### config.mk
export PLATFORM = sky130hd
export DESIGN_NAME = pkt_div
export DESIGN_NICKNAME = d
export VERILOG_FILES = /design/src/design/pkt_div.sv
export SDC_FILE = /design/constraint.sdc
export NUM_CORES = 1
export LEC_CHECK = 0
export BUFFER_PORTS_ARGS = -buffer_cell sky130_fd_sc_hd__buf_2
export CORE_UTILIZATION = 35
export DETAILED_ROUTE_END_ITERATION = 6
export GPL_TIMING_DRIVEN = 0
export MAX_ROUTING_LAYER = met4
export PLACE_DENSITY = 0.64
export SYNTH_ARGS = -nofsm -noshare
export SYNTH_HDL_FRONTEND = slang
export SYNTH_SLANG_ARGS = --single-unit
### constraint.sdc
create_clock -name clk_i -period 3.56 [get_ports clk_i]
set_clock_uncertainty 0.1 [all_clocks]
set_input_delay 0.178 -clock clk_i [delete_from_list [all_inputs] [get_ports clk_i]]
set_output_delay 0.178 -clock clk_i [all_outputs]
set_load 0.1 [all_outputs]
### src/design/pkt_div.sv
`timescale 1ns / 1ps
`default_nettype none
// Bit-serial restoring divider, one quotient bit per cycle.
module pkt_div #(
  parameter int unsigned NUM_W = 95,
  parameter int unsigned DEN_W = 32
) (
  input  wire logic             clk_i,
  input  wire logic             rst_ni,
  input  wire logic             start_i,
  input  wire logic [NUM_W-1:0] num_i,
  input  wire logic [DEN_W-1:0] den_i,
  output logic                  done_o,
  output logic [NUM_W-1:0]      quot_o
);
  localparam int unsigned CntW = $clog2(NUM_W + 1);

  logic             busy_q, busy_d, done_q, done_d;
  logic [CntW-1:0]  cnt_q, cnt_d;
  logic [DEN_W:0]   rem_q, rem_d;
  logic [NUM_W-1:0] quo_q, quo_d;
  logic [DEN_W-1:0] den_q, den_d;
  logic [DEN_W:0]   shifted;

  always_comb begin
    busy_d  = busy_q;
    done_d  = 1'b0;
    cnt_d   = cnt_q;
    rem_d   = rem_q;
    quo_d   = quo_q;
    den_d   = den_q;
    shifted = {rem_q[DEN_W-1:0], quo_q[NUM_W-1]};
    if (start_i) begin
      busy_d = 1'b1;
      cnt_d  = CntW'(NUM_W);
      rem_d  = '0;
      quo_d  = num_i;
      den_d  = den_i;
    end else if (busy_q) begin
      if (shifted >= {1'b0, den_q}) begin
        rem_d = shifted - {1'b0, den_q};
        quo_d = {quo_q[NUM_W-2:0], 1'b1};
      end else begin
        rem_d = shifted;
        quo_d = {quo_q[NUM_W-2:0], 1'b0};
      end
      cnt_d = cnt_q - CntW'(1);
      if (cnt_q == CntW'(1)) begin
        busy_d = 1'b0;
        done_d = 1'b1;
      end
    end
  end

  always_ff @(posedge clk_i or negedge rst_ni) begin
    if (!rst_ni) begin
      busy_q <= 1'b0;
      done_q <= 1'b0;
      cnt_q  <= '0;
    end else begin
      busy_q <= busy_d;
      done_q <= done_d;
      cnt_q  <= cnt_d;
    end
  end

  always_ff @(posedge clk_i) begin
    rem_q <= rem_d;
    quo_q <= quo_d;
    den_q <= den_d;
  end

  assign done_o = done_q;
  assign quot_o = quo_q;
endmodule
`default_nettype wire

==> flow_summary.yaml, run 1 <==
cts:
  cts_root_buf: "clkbuf_16"
  cts_setup_buffers: 0
  cts.clk_slew.worst_paths_ns: 0.08
  cts_buffer_depth: 2
  cts-resized-gates: 0
  cts_made_buffers: 17
  cts_tree: "built"
  clk_latency_ns: 0.44
  htreeDepth: 4
  cts.sinks: 168
hold_path:
  min_path_type: "in2async"
job:
  cap_violations: 0
synth:
  ys.flop_type: "edfxtp_1"
  synth_fp_nets: 917
  synth_area_leaders: "edfxtp_1 43%, mux2_2 12%, dfxtp_1 7.3%, ha_1 4.8%, dfrtp_1 2.6%"
  synth_async_sr_flop_share_pct: 5.36
  synth_top_area_share_pct: 43.3
  ys_seq_area_share_pct: 53.1
  yosys_warnings: 0
  synthCells: 752
  syn-cell-area_sq_um: 8810
  synth.avg_cell_area_sq_um: 11.7
  synth.distinct_cells: 68
  synth_edf_count: 127
  synth_seq_cells: 168
  yosys.area.top_type: "edfxtp_1"
sta:
  hold_viol: 0
  maxSlewViolCount: 0
  max-slew-margin-rel_pct: 18.3
  timing.final.crit_period_ns: 3.32
  grt_setup_unrepaired: "false"
  setup_violations: 0
  layout_setup_ws_ns: 0.242
  finalCritPeriodShare_pct: 93.2
  fmaxAchievable_mhz: 301
  tightest_slew_ns: 1.22
final_layout:
  fill_cells: 2223
  diodes: 0
  final_cell_mix: "227 x buf_2, 128 x dlygate4sd3_1, 127 x edfxtp_1"
  multi_input_area_sq_um: 3770
  seq_area_sq_um: 4680
  drive_above_1_share_pct: 33.2
  final_common_cell: "buf_2"
  final_area_sq_um: 12200
  fin_nets: 1290
  syn_to_final_growth_pct: 38.9
placed_design:
  place_area_sq_um: 10400
  dp_slack_ns: 0.144
  port_buffers: 225
  place_hpwl_um: 17700
  gp_congestion: 0.914
power:
  seqPwrFrac_pct: 41.0
  p_int_w: 0.00361
  p_switching_w: 0.00214
  p_sw_share_pct: 37.2
  p_leak_nw: 5.18
  vdd_drop_max_mv: 0.382
  power_frac_comb_pct: 26.7
  powerDensity_nw_per_um2: 470
  clkPwrFrac_pct: 32.2
setup_path:
  r2r_start: "den_q[21]"
  reg2reg_to: "rem_q[25]"
  cp-start-kind: "register"
  r2r_slack_ns: 0.24
  path_max_fanout: 10
  crit_required_ns: 3.80
  cp-startpoint: "den_q[21]"
  crit_end: "rem_q[25]"
  r2r_cells: 12
  worstSetupPathType: "reg2reg"
  cp.arrival_ns: 3.56
  cp-end-kind: "register"
route:
  routed_wl_um: 25500
  drtIter0Drc: 392
  antenna_left: 0
  drcViolationCount: 0
  wl_per_cell_um: 17.5
  dr.pass1.iters: 5
  vias_per_cell: 5.02
  vias: 7333
grt:
  grt_max_degree: 69
  antenna_found_initial: 0
  grt_pass1_wl_um: 39800
  grtUsageTotal_pct: 20.5
  grt_pass1_vias: 7528
  gr-total-overflow: 0
floorplanning:
  die_y_um: 161
  start_util_pct: 35.9
  core-area_sq_um: 24500
  io_pins: 226
  row_count: 57
  fp.dieArea_sq_um: 25800
  die_w_um: 161
run_status:
  status: "completed"
## worst min-delay path by stage
stage	startpoint	endpoint	cells after the start	slack, ns
after floorplan	rst_ni	busy_q	0	-0.22
after global placement	rst_ni	cnt_q[0]	1	-0.05
after detailed placement	rst_ni	cnt_q[0]	1	-0.06
after CTS	rst_ni	cnt_q[4]	2	0.08
after global routing	rst_ni	cnt_q[4]	2	0.08
final	rst_ni	cnt_q[4]	2	0.06
## power by group through the flow
| stage | sequential (W) | clock [W] | combinational (W) |
|---|---|---|---|
| after floorplan | 0.00323 | 0 | 0.000297 |
| after global placement | 0.00240 | 0 | 0.00141 |
| after detailed placement | 0.00240 | 0 | 0.00142 |
| after CTS | 0.00236 | 0.00190 | 0.00154 |
| after global routing | 0.00238 | 0.00197 | 0.00160 |
| final | 0.00236 | 0.00185 | 0.00154 |
## critical path, cell delays in order, from the launching register on
cell and delay (ns):
edfxtp_1 0.32, inv_1 0.04, ha_1 0.25, buf_2 0.19, nand4_1 0.29, nor4_2 0.43, nand4_1 0.14, nand2_1 0.14
o32ai_1 0.28, nor2_4 0.40, buf_6 0.23, nand3b_1 0.13, a311oi_1 0.27
## registers in the layout, summed over array words and instances, names as in the netlist
| register | flops |
|---|---|
| busy_q | 1 |
| rem_q | 32 |
| cnt_q | 7 |
| den_q | 32 |
| quot_o | 95 |
| done_o | 1 |
## cells in the mapped netlist (all sizes together) (4+ instances only)
library cell,instances
a21o,9
ha,34
a311oi,18
dfrtp,9
nor2,58
xor2,6
a211o,4
buf,9
nand4,14
nand2,60
a31oi,4
o21bai,9
mux2i,7
mux2,94
a211oi,13
dfxtp,32
clkbuf,28
xnor2,20
nand2b,11
nor3,18
or4,4
nand3,11
edfxtp,127
o211ai,6
inv,46
a21oi,33
o21ai,25
## cell families (layout without fill, tap and decap cells)
| kind of cell | after synthesis | after routing | synth area share [%] |
|---|---|---|---|
| buf+inv | 83 | 469 | 4.06 |
| mux | 101 | 101 | 12.8 |
| compound gates | 144 | 144 | 11.5 |
| xor+xnor | 26 | 26 | 2.59 |
| simple gates | 195 | 195 | 10.8 |
| flops | 168 | 168 | 53.1 |
| fa+ha+maj | 35 | 35 | 5.06 |
## stage by stage
stage	total power (W)	hold slack, ns	TNS, ns	utilization (%)	std cells
final	0.00576	0.0613	0	49.9	1462
after floorplan	0.00353	-0.218	0	-	752
after global placement	0.00381	-0.0544	-174.26	42.1	1301
after CTS	0.00580	0.0762	0	49.9	1462
after global routing	0.00595	0.0777	0	49.9	1462
after detailed placement	0.00382	-0.0606	0	42.3	1302
## routing by layer
layer | up-vias | share of wire (%) | routed length (um) | GRT usage (%)
met5 | - | 0 | 0 | -
met4 | 0 | 2.0 | 514 | 6.58
met3 | 45 | 5.4 | 1390 | 4.31
met2 | 247 | 51 | 13000 | 35.3
met1 | 3487 | 42 | 10600 | 23.7
li1 | 3554 | - | - | -
## final cells by class
| class | instances | area share, % |
|---|---|---|
| tap | 324 | 3.31 |
| buffer | 37 | 1.51 |
| clock buffer | 18 | 3.51 |
| sequential | 168 | 38.2 |
| multi-input combinational | 501 | 30.8 |
| timing repair buffer | 354 | 19.9 |
| clock inverter | 14 | 1.28 |
| inverter | 46 | 1.43 |
## repair_timing
| action | in CTS | in global routing |
|---|---|---|
| hold buffers | 128 | 0 |
| hold endpoints to repair | 136 | 0 |
| setup endpoints to repair | 0 | 0 |
Power figures use the tool's default switching activity.
==> run 2, diff against run 1 <==
CORE_ASPECT_RATIO = 1.5   (was default)
REMOVE_ABC_BUFFERS = 1   (was default)
==> run 2 against run 1 <==
Count of clock-buffer cells in the layout shrank 1. Cell area fell by 0.89%. Sequential share of layout area rose by 0.35 points. Critical endpoint is now rem_q[30]. Largest cell class unchanged. Largest power group unchanged. Highest routed layer unchanged.
==> flow_summary.yaml, run 2 (synthesized netlist as in run 1, its figures left out) <==
sta:
  hold_ws_ns: 0.0360
  tightest_slew_ns: 1.34
  final.setup.tns_ns: 0
  layout_setup_ws_ns: 0.400
  maxSlewViolCount: 0
  timing.final.crit_period_ns: 3.16
  grt_setup_unrepaired: "false"
  fmaxAchievable_mhz: 316
  setup_violations: 0
  finalCritPeriodShare_pct: 88.8
  hold_viol: 0
  max-slew-margin-rel_pct: 10.4
final_layout:
  final_area_sq_um: 12100
  fin_util_pct: 49.4
  drive_above_1_share_pct: 33.8
  diodes: 0
  syn_to_final_growth_pct: 37.7
  final_cell_mix: "224 x buf_2, 128 x dlygate4sd3_1, 127 x edfxtp_1"
  final_common_cell: "buf_2"
  fin_nets: 1262
  largest_reg_flops: 95
cts:
  cts_made_buffers: 17
  cts_buffer_depth: 2
  cts.sinks: 168
  cts_root_buf: "clkbuf_16"
  clk_latency_ns: 0.43
  htreeDepth: 4
  cts.clk_slew.worst_paths_ns: 0.07
  cts_tree: "built"
floorplanning:
  fp.dieArea_sq_um: 25800
  io_pins: 226
  core-area_sq_um: 24500
  row_count: 70
  die_y_um: 196
  die_w_um: 132
  start_util_pct: 35.9
setup_path:
  worstSetupPathType: "reg2reg"
  cp-start-kind: "register"
  path_max_fanout: 24
  cp-end-kind: "register"
  crit_required_ns: 3.77
  cp.arrival_ns: 3.37
grt:
  gr-total-overflow: 0
  grtUsageTotal_pct: 19.9
  grt_max_degree: 92
  antenna_found_initial: 0
  grt_pass1_vias: 7586
  grt_pass1_wl_um: 38600
job:
  cap_violations: 0
placed_design:
  place_area_sq_um: 10200
  gp_congestion: 0.901
  place_hpwl_um: 16600
  port_buffers: 225
  dp_slack_ns: 0.0244
route:
  wl_per_cell_um: 17.3
  vias: 7196
  routed_wl_um: 24700
  dr.pass1.iters: 6
  antenna_left: 0
  vias_per_cell: 5.03
  drcViolationCount: 0
  drtIter0Drc: 341
power:
  powerDensity_nw_per_um2: 466
  vdd_drop_max_mv: 0.375
  p_leak_nw: 5.13
run_status:
  status: "completed"
hold_path:
  min_path_type: "in2async"
## run 2: worst paths after layout
kind                       startpoint         to  slack (ns)  cells past startpoint
min reg2reg                 rem_q[14]  rem_q[15]        0.40                      2
min in group clk_i            start_i  den_q[15]        0.19                      1
max in group asynchronous      rst_ni     busy_q        3.12                      2
min                            rst_ni   cnt_q[3]        0.04                      2
max reg2reg                 den_q[18]  rem_q[30]        0.40                     10
max                         den_q[18]  rem_q[30]        0.40                     10
## run 2: worst max-delay path: stages (launching register included)
cell	delay (ns)
edfxtp_1	0.33
inv_1	0.04
ha_1	0.42
a21oi_4	0.23
nor2_2	0.05
or4_4	0.52
a211oi_4	0.27
nand4bb_2	0.24
nand2_4	0.33
a211oi_1	0.10
a2111oi_1	0.38
## run 2: layer usage
metal | GRT usage, % | part of all wire (%) | routed length, um | vias to the layer above
met4 | 8.05 | 2.6 | 643 | 0
met1 | 21.8 | 41 | 10100 | 3430
met5 | - | 0 | 0 | -
met3 | 3.70 | 5.0 | 1230 | 37
li1 | - | - | - | 3482
met2 | 35.1 | 52 | 12700 | 247
## run 2: stage by stage
stage,total power [W],std cells
3_3_place_gp,0.00382,1264
3_5_place_dp,0.00382,1267
6_report,0.00565,1432
5_1_grt,0.00584,1432
4_1_cts,0.00568,1425
2_1_floorplan,0.00350,715
## run 2: cell type report
cell class | count | area, sq um
Clock buffer | 17 | 425
Clock inverter | 13 | 108
Fill cell | 2250 | 12400
Inverter | 46 | 175
Multi-Input combinational cell | 502 | 3790
Sequential cell | 168 | 4680
Tap cell | 324 | 405
Timing Repair Buffer | 362 | 2550
## run 2: timing repair
action | 4_1_cts | 5_1_grt
buffers inserted | 0 | 6
setup endpoints to repair | 0 | 27
hold endpoints to repair | 136 | 0
hold buffers | 128 | 0
gates resized for setup | 0 | 2
## run 2: where the power goes
group / switching (W) / leakage, nW / internal, W / total (W)
Sequential: 0.0000895 / 1.67 / 0.00228 / 0.00237
Clock: 0.000800 / 0.246 / 0.000948 / 0.00175
Combinational: 0.00114 / 3.22 / 0.000389 / 0.00153
Total: 0.00203 / 5.13 / 0.00362 / 0.00565
==> run 3, diff against run 2 <==
CORE_MARGIN = 1.5   (was default)
==> run 3 against run 2 <==
Global-route usage fell by 0.36 points. Hold slack got worse by 0.0090 ns. Clock power rose by 6%. Highest routed layer unchanged.
==> flow_summary.yaml, run 3 (synthesized netlist as in run 1, its figures left out) <==
cts:
  cts.clk_slew.worst_paths_ns: 0.07
  htreeDepth: 4
  cts_buffer_depth: 2
  cts_root_buf: "clkbuf_16"
  cts_made_buffers: 17
  clk_latency_ns: 0.43
  cts_tree: "built"
  cts.sinks: 168
power:
  powerDensity_nw_per_um2: 473
  vdd_drop_max_mv: 0.422
  seqPwrFrac_pct: 41.1
  p_int_w: 0.00371
  clkPwrFrac_pct: 32.2
  p_switching_w: 0.00205
  p_leak_nw: 5.16
  power_frac_comb_pct: 26.7
  finalPower_w: 0.00575
  p_sw_share_pct: 35.6
final_layout:
  final_cell_mix: "224 x buf_2, 128 x dlygate4sd3_1, 127 x edfxtp_1"
  diodes: 0
  final_common_cell: "buf_2"
  largest_reg_flops: 95
  syn_to_final_growth_pct: 38.2
  drive_above_1_share_pct: 33.7
  fin_nets: 1262
  final_area_sq_um: 12200
setup_path:
  critical_path.cell_chain: "inv_1 -> ha_1 -> a21oi_4 -> nor2_2 -> or4_4 -> a211oi_4 -> nand4bb_2 -> nand2_4 -> a211oi_1 -> a2111oi_1"
  cp-start-kind: "register"
  cp_slowest_stage_delay_ns: 0.53
  cp.arrival_ns: 3.42
  slowest_stage: "or4_4"
  cp-end-kind: "register"
  crit_required_ns: 3.78
  path_max_fanout: 24
  worstSetupPathType: "reg2reg"
grt:
  grt_pass1_vias: 7364
  grt_max_degree: 114
  grtUsageTotal_pct: 19.5
  antenna_found_initial: 0
  grt_pass1_wl_um: 38500
  gr-total-overflow: 0
sta:
  timing.final.crit_period_ns: 3.20
  max-slew-margin-rel_pct: 8.59
  setup_violations: 0
  grt_setup_unrepaired: "false"
  tightest_slew_ns: 1.37
  fmaxAchievable_mhz: 313
  finalCritPeriodShare_pct: 89.8
  hold_viol: 0
  maxSlewViolCount: 0
route:
  drtIter0Drc: 293
  drcViolationCount: 0
  wl_per_cell_um: 17.1
  vias_per_cell: 4.98
  antenna_left: 0
  dr.pass1.iters: 4
  routed_wl_um: 24500
  vias: 7137
hold_path:
  min_path_type: "in2async"
placed_design:
  place_area_sq_um: 10200
  port_buffers: 225
  gp_congestion: 0.882
  place_hpwl_um: 16500
floorplanning:
  row_count: 70
  die_w_um: 133
  start_util_pct: 35.9
  fp.dieArea_sq_um: 26100
  core-area_sq_um: 24500
  die_y_um: 197
  io_pins: 226
job:
  cap_violations: 0
run_status:
  status: "completed"
[run 3: cell types whose count changed in the layout (fill, tap and decap cells not counted), sizes merged]
cell	delta
bufinv	+1
clkinv	+2
clkinvlp	-3
inv	+2
[run 3: cell type report]
class                   count  area [sq um]
fillers                  2196         12400
flip-flops and latches    168          4680
multi-input cells         502          3780
repair buffers            362          2550
clock buffers              17           425
well taps                 324           405
inverters                  46           175
clock inverters            15           153
[run 3: timing repair]
action / CTS / global route
endpoints found under the hold margin: 136 / 0
pin swaps: 1 / 2
setup buffers: 0 / 6
gates cloned: 1 / 0
resized for setup: 0 / 1
endpoints found under the setup margin: 1 / 16
hold buffers: 128 / 0
[run 3: stage by stage]
| step | setup WS (ns) | std cells | util, % | TNS (ns) | hold slack [ns] |
|---|---|---|---|---|---|
| 2_1_floorplan | -0.326 | 715 | - | -30.99 | -0.218 |
| 3_3_place_gp | -2.85 | 1264 | 41.4 | -286.14 | -0.0529 |
| 3_5_place_dp | 0.0330 | 1267 | 41.8 | 0 | -0.0576 |
| 4_1_cts | 0.0689 | 1428 | 49.4 | 0 | 0.0142 |
| 5_1_grt | 0.119 | 1434 | 49.6 | 0 | 0.0351 |
| 6_report | 0.364 | 1434 | 49.6 | 0 | 0.0270 |
[run 3: worst paths after layout]
| check | startpoint | to | slack [ns] | cells past startpoint |
|---|---|---|---|---|
| max in group asynchronous | rst_ni | busy_q | 3.14 | 2 |
| worst min-delay path | rst_ni | done_o | 0.03 | 2 |
| worst max-delay path | den_q[18] | rem_q[30] | 0.36 | 10 |
| worst min register to register | rem_q[3] | rem_q[4] | 0.40 | 2 |
| min in group clk_i | start_i | den_q[14] | 0.07 | 1 |
| worst max register to register | den_q[18] | rem_q[30] | 0.36 | 10 |
[run 3: per-layer routing]
metal  GRT usage [%]  wire [um]  part of all wire (%)  vias to the layer above
met5               -          0                     0                        -
li1                -          -                     -                     3485
met4            6.63        432                   1.8                        0
met1            21.9      10100                    41                     3380
met2            34.4      12700                    52                      244
met3            4.11       1290                   5.2                       28
[run 3: power groups by stage]
| stage | clock network (W) | registers [W] | logic, W |
|---|---|---|---|
| 6_report | 0.00185 | 0.00236 | 0.00153 |
| 5_1_grt | 0.00197 | 0.00238 | 0.00159 |
| 4_1_cts | 0.00190 | 0.00236 | 0.00153 |
| 3_5_place_dp | 0 | 0.00240 | 0.00142 |
| 3_3_place_gp | 0 | 0.00240 | 0.00141 |
| 2_1_floorplan | 0 | 0.00323 | 0.000269 |
[run 3: critical path, delay by kind of cell (launching register included)]
kind / cells / cell delay, ns
buf+inv: 1 / 0.05
fa+ha+maj: 1 / 0.43
compound gates: 4 / 0.97
simple gates: 4 / 1.19
flops: 1 / 0.33
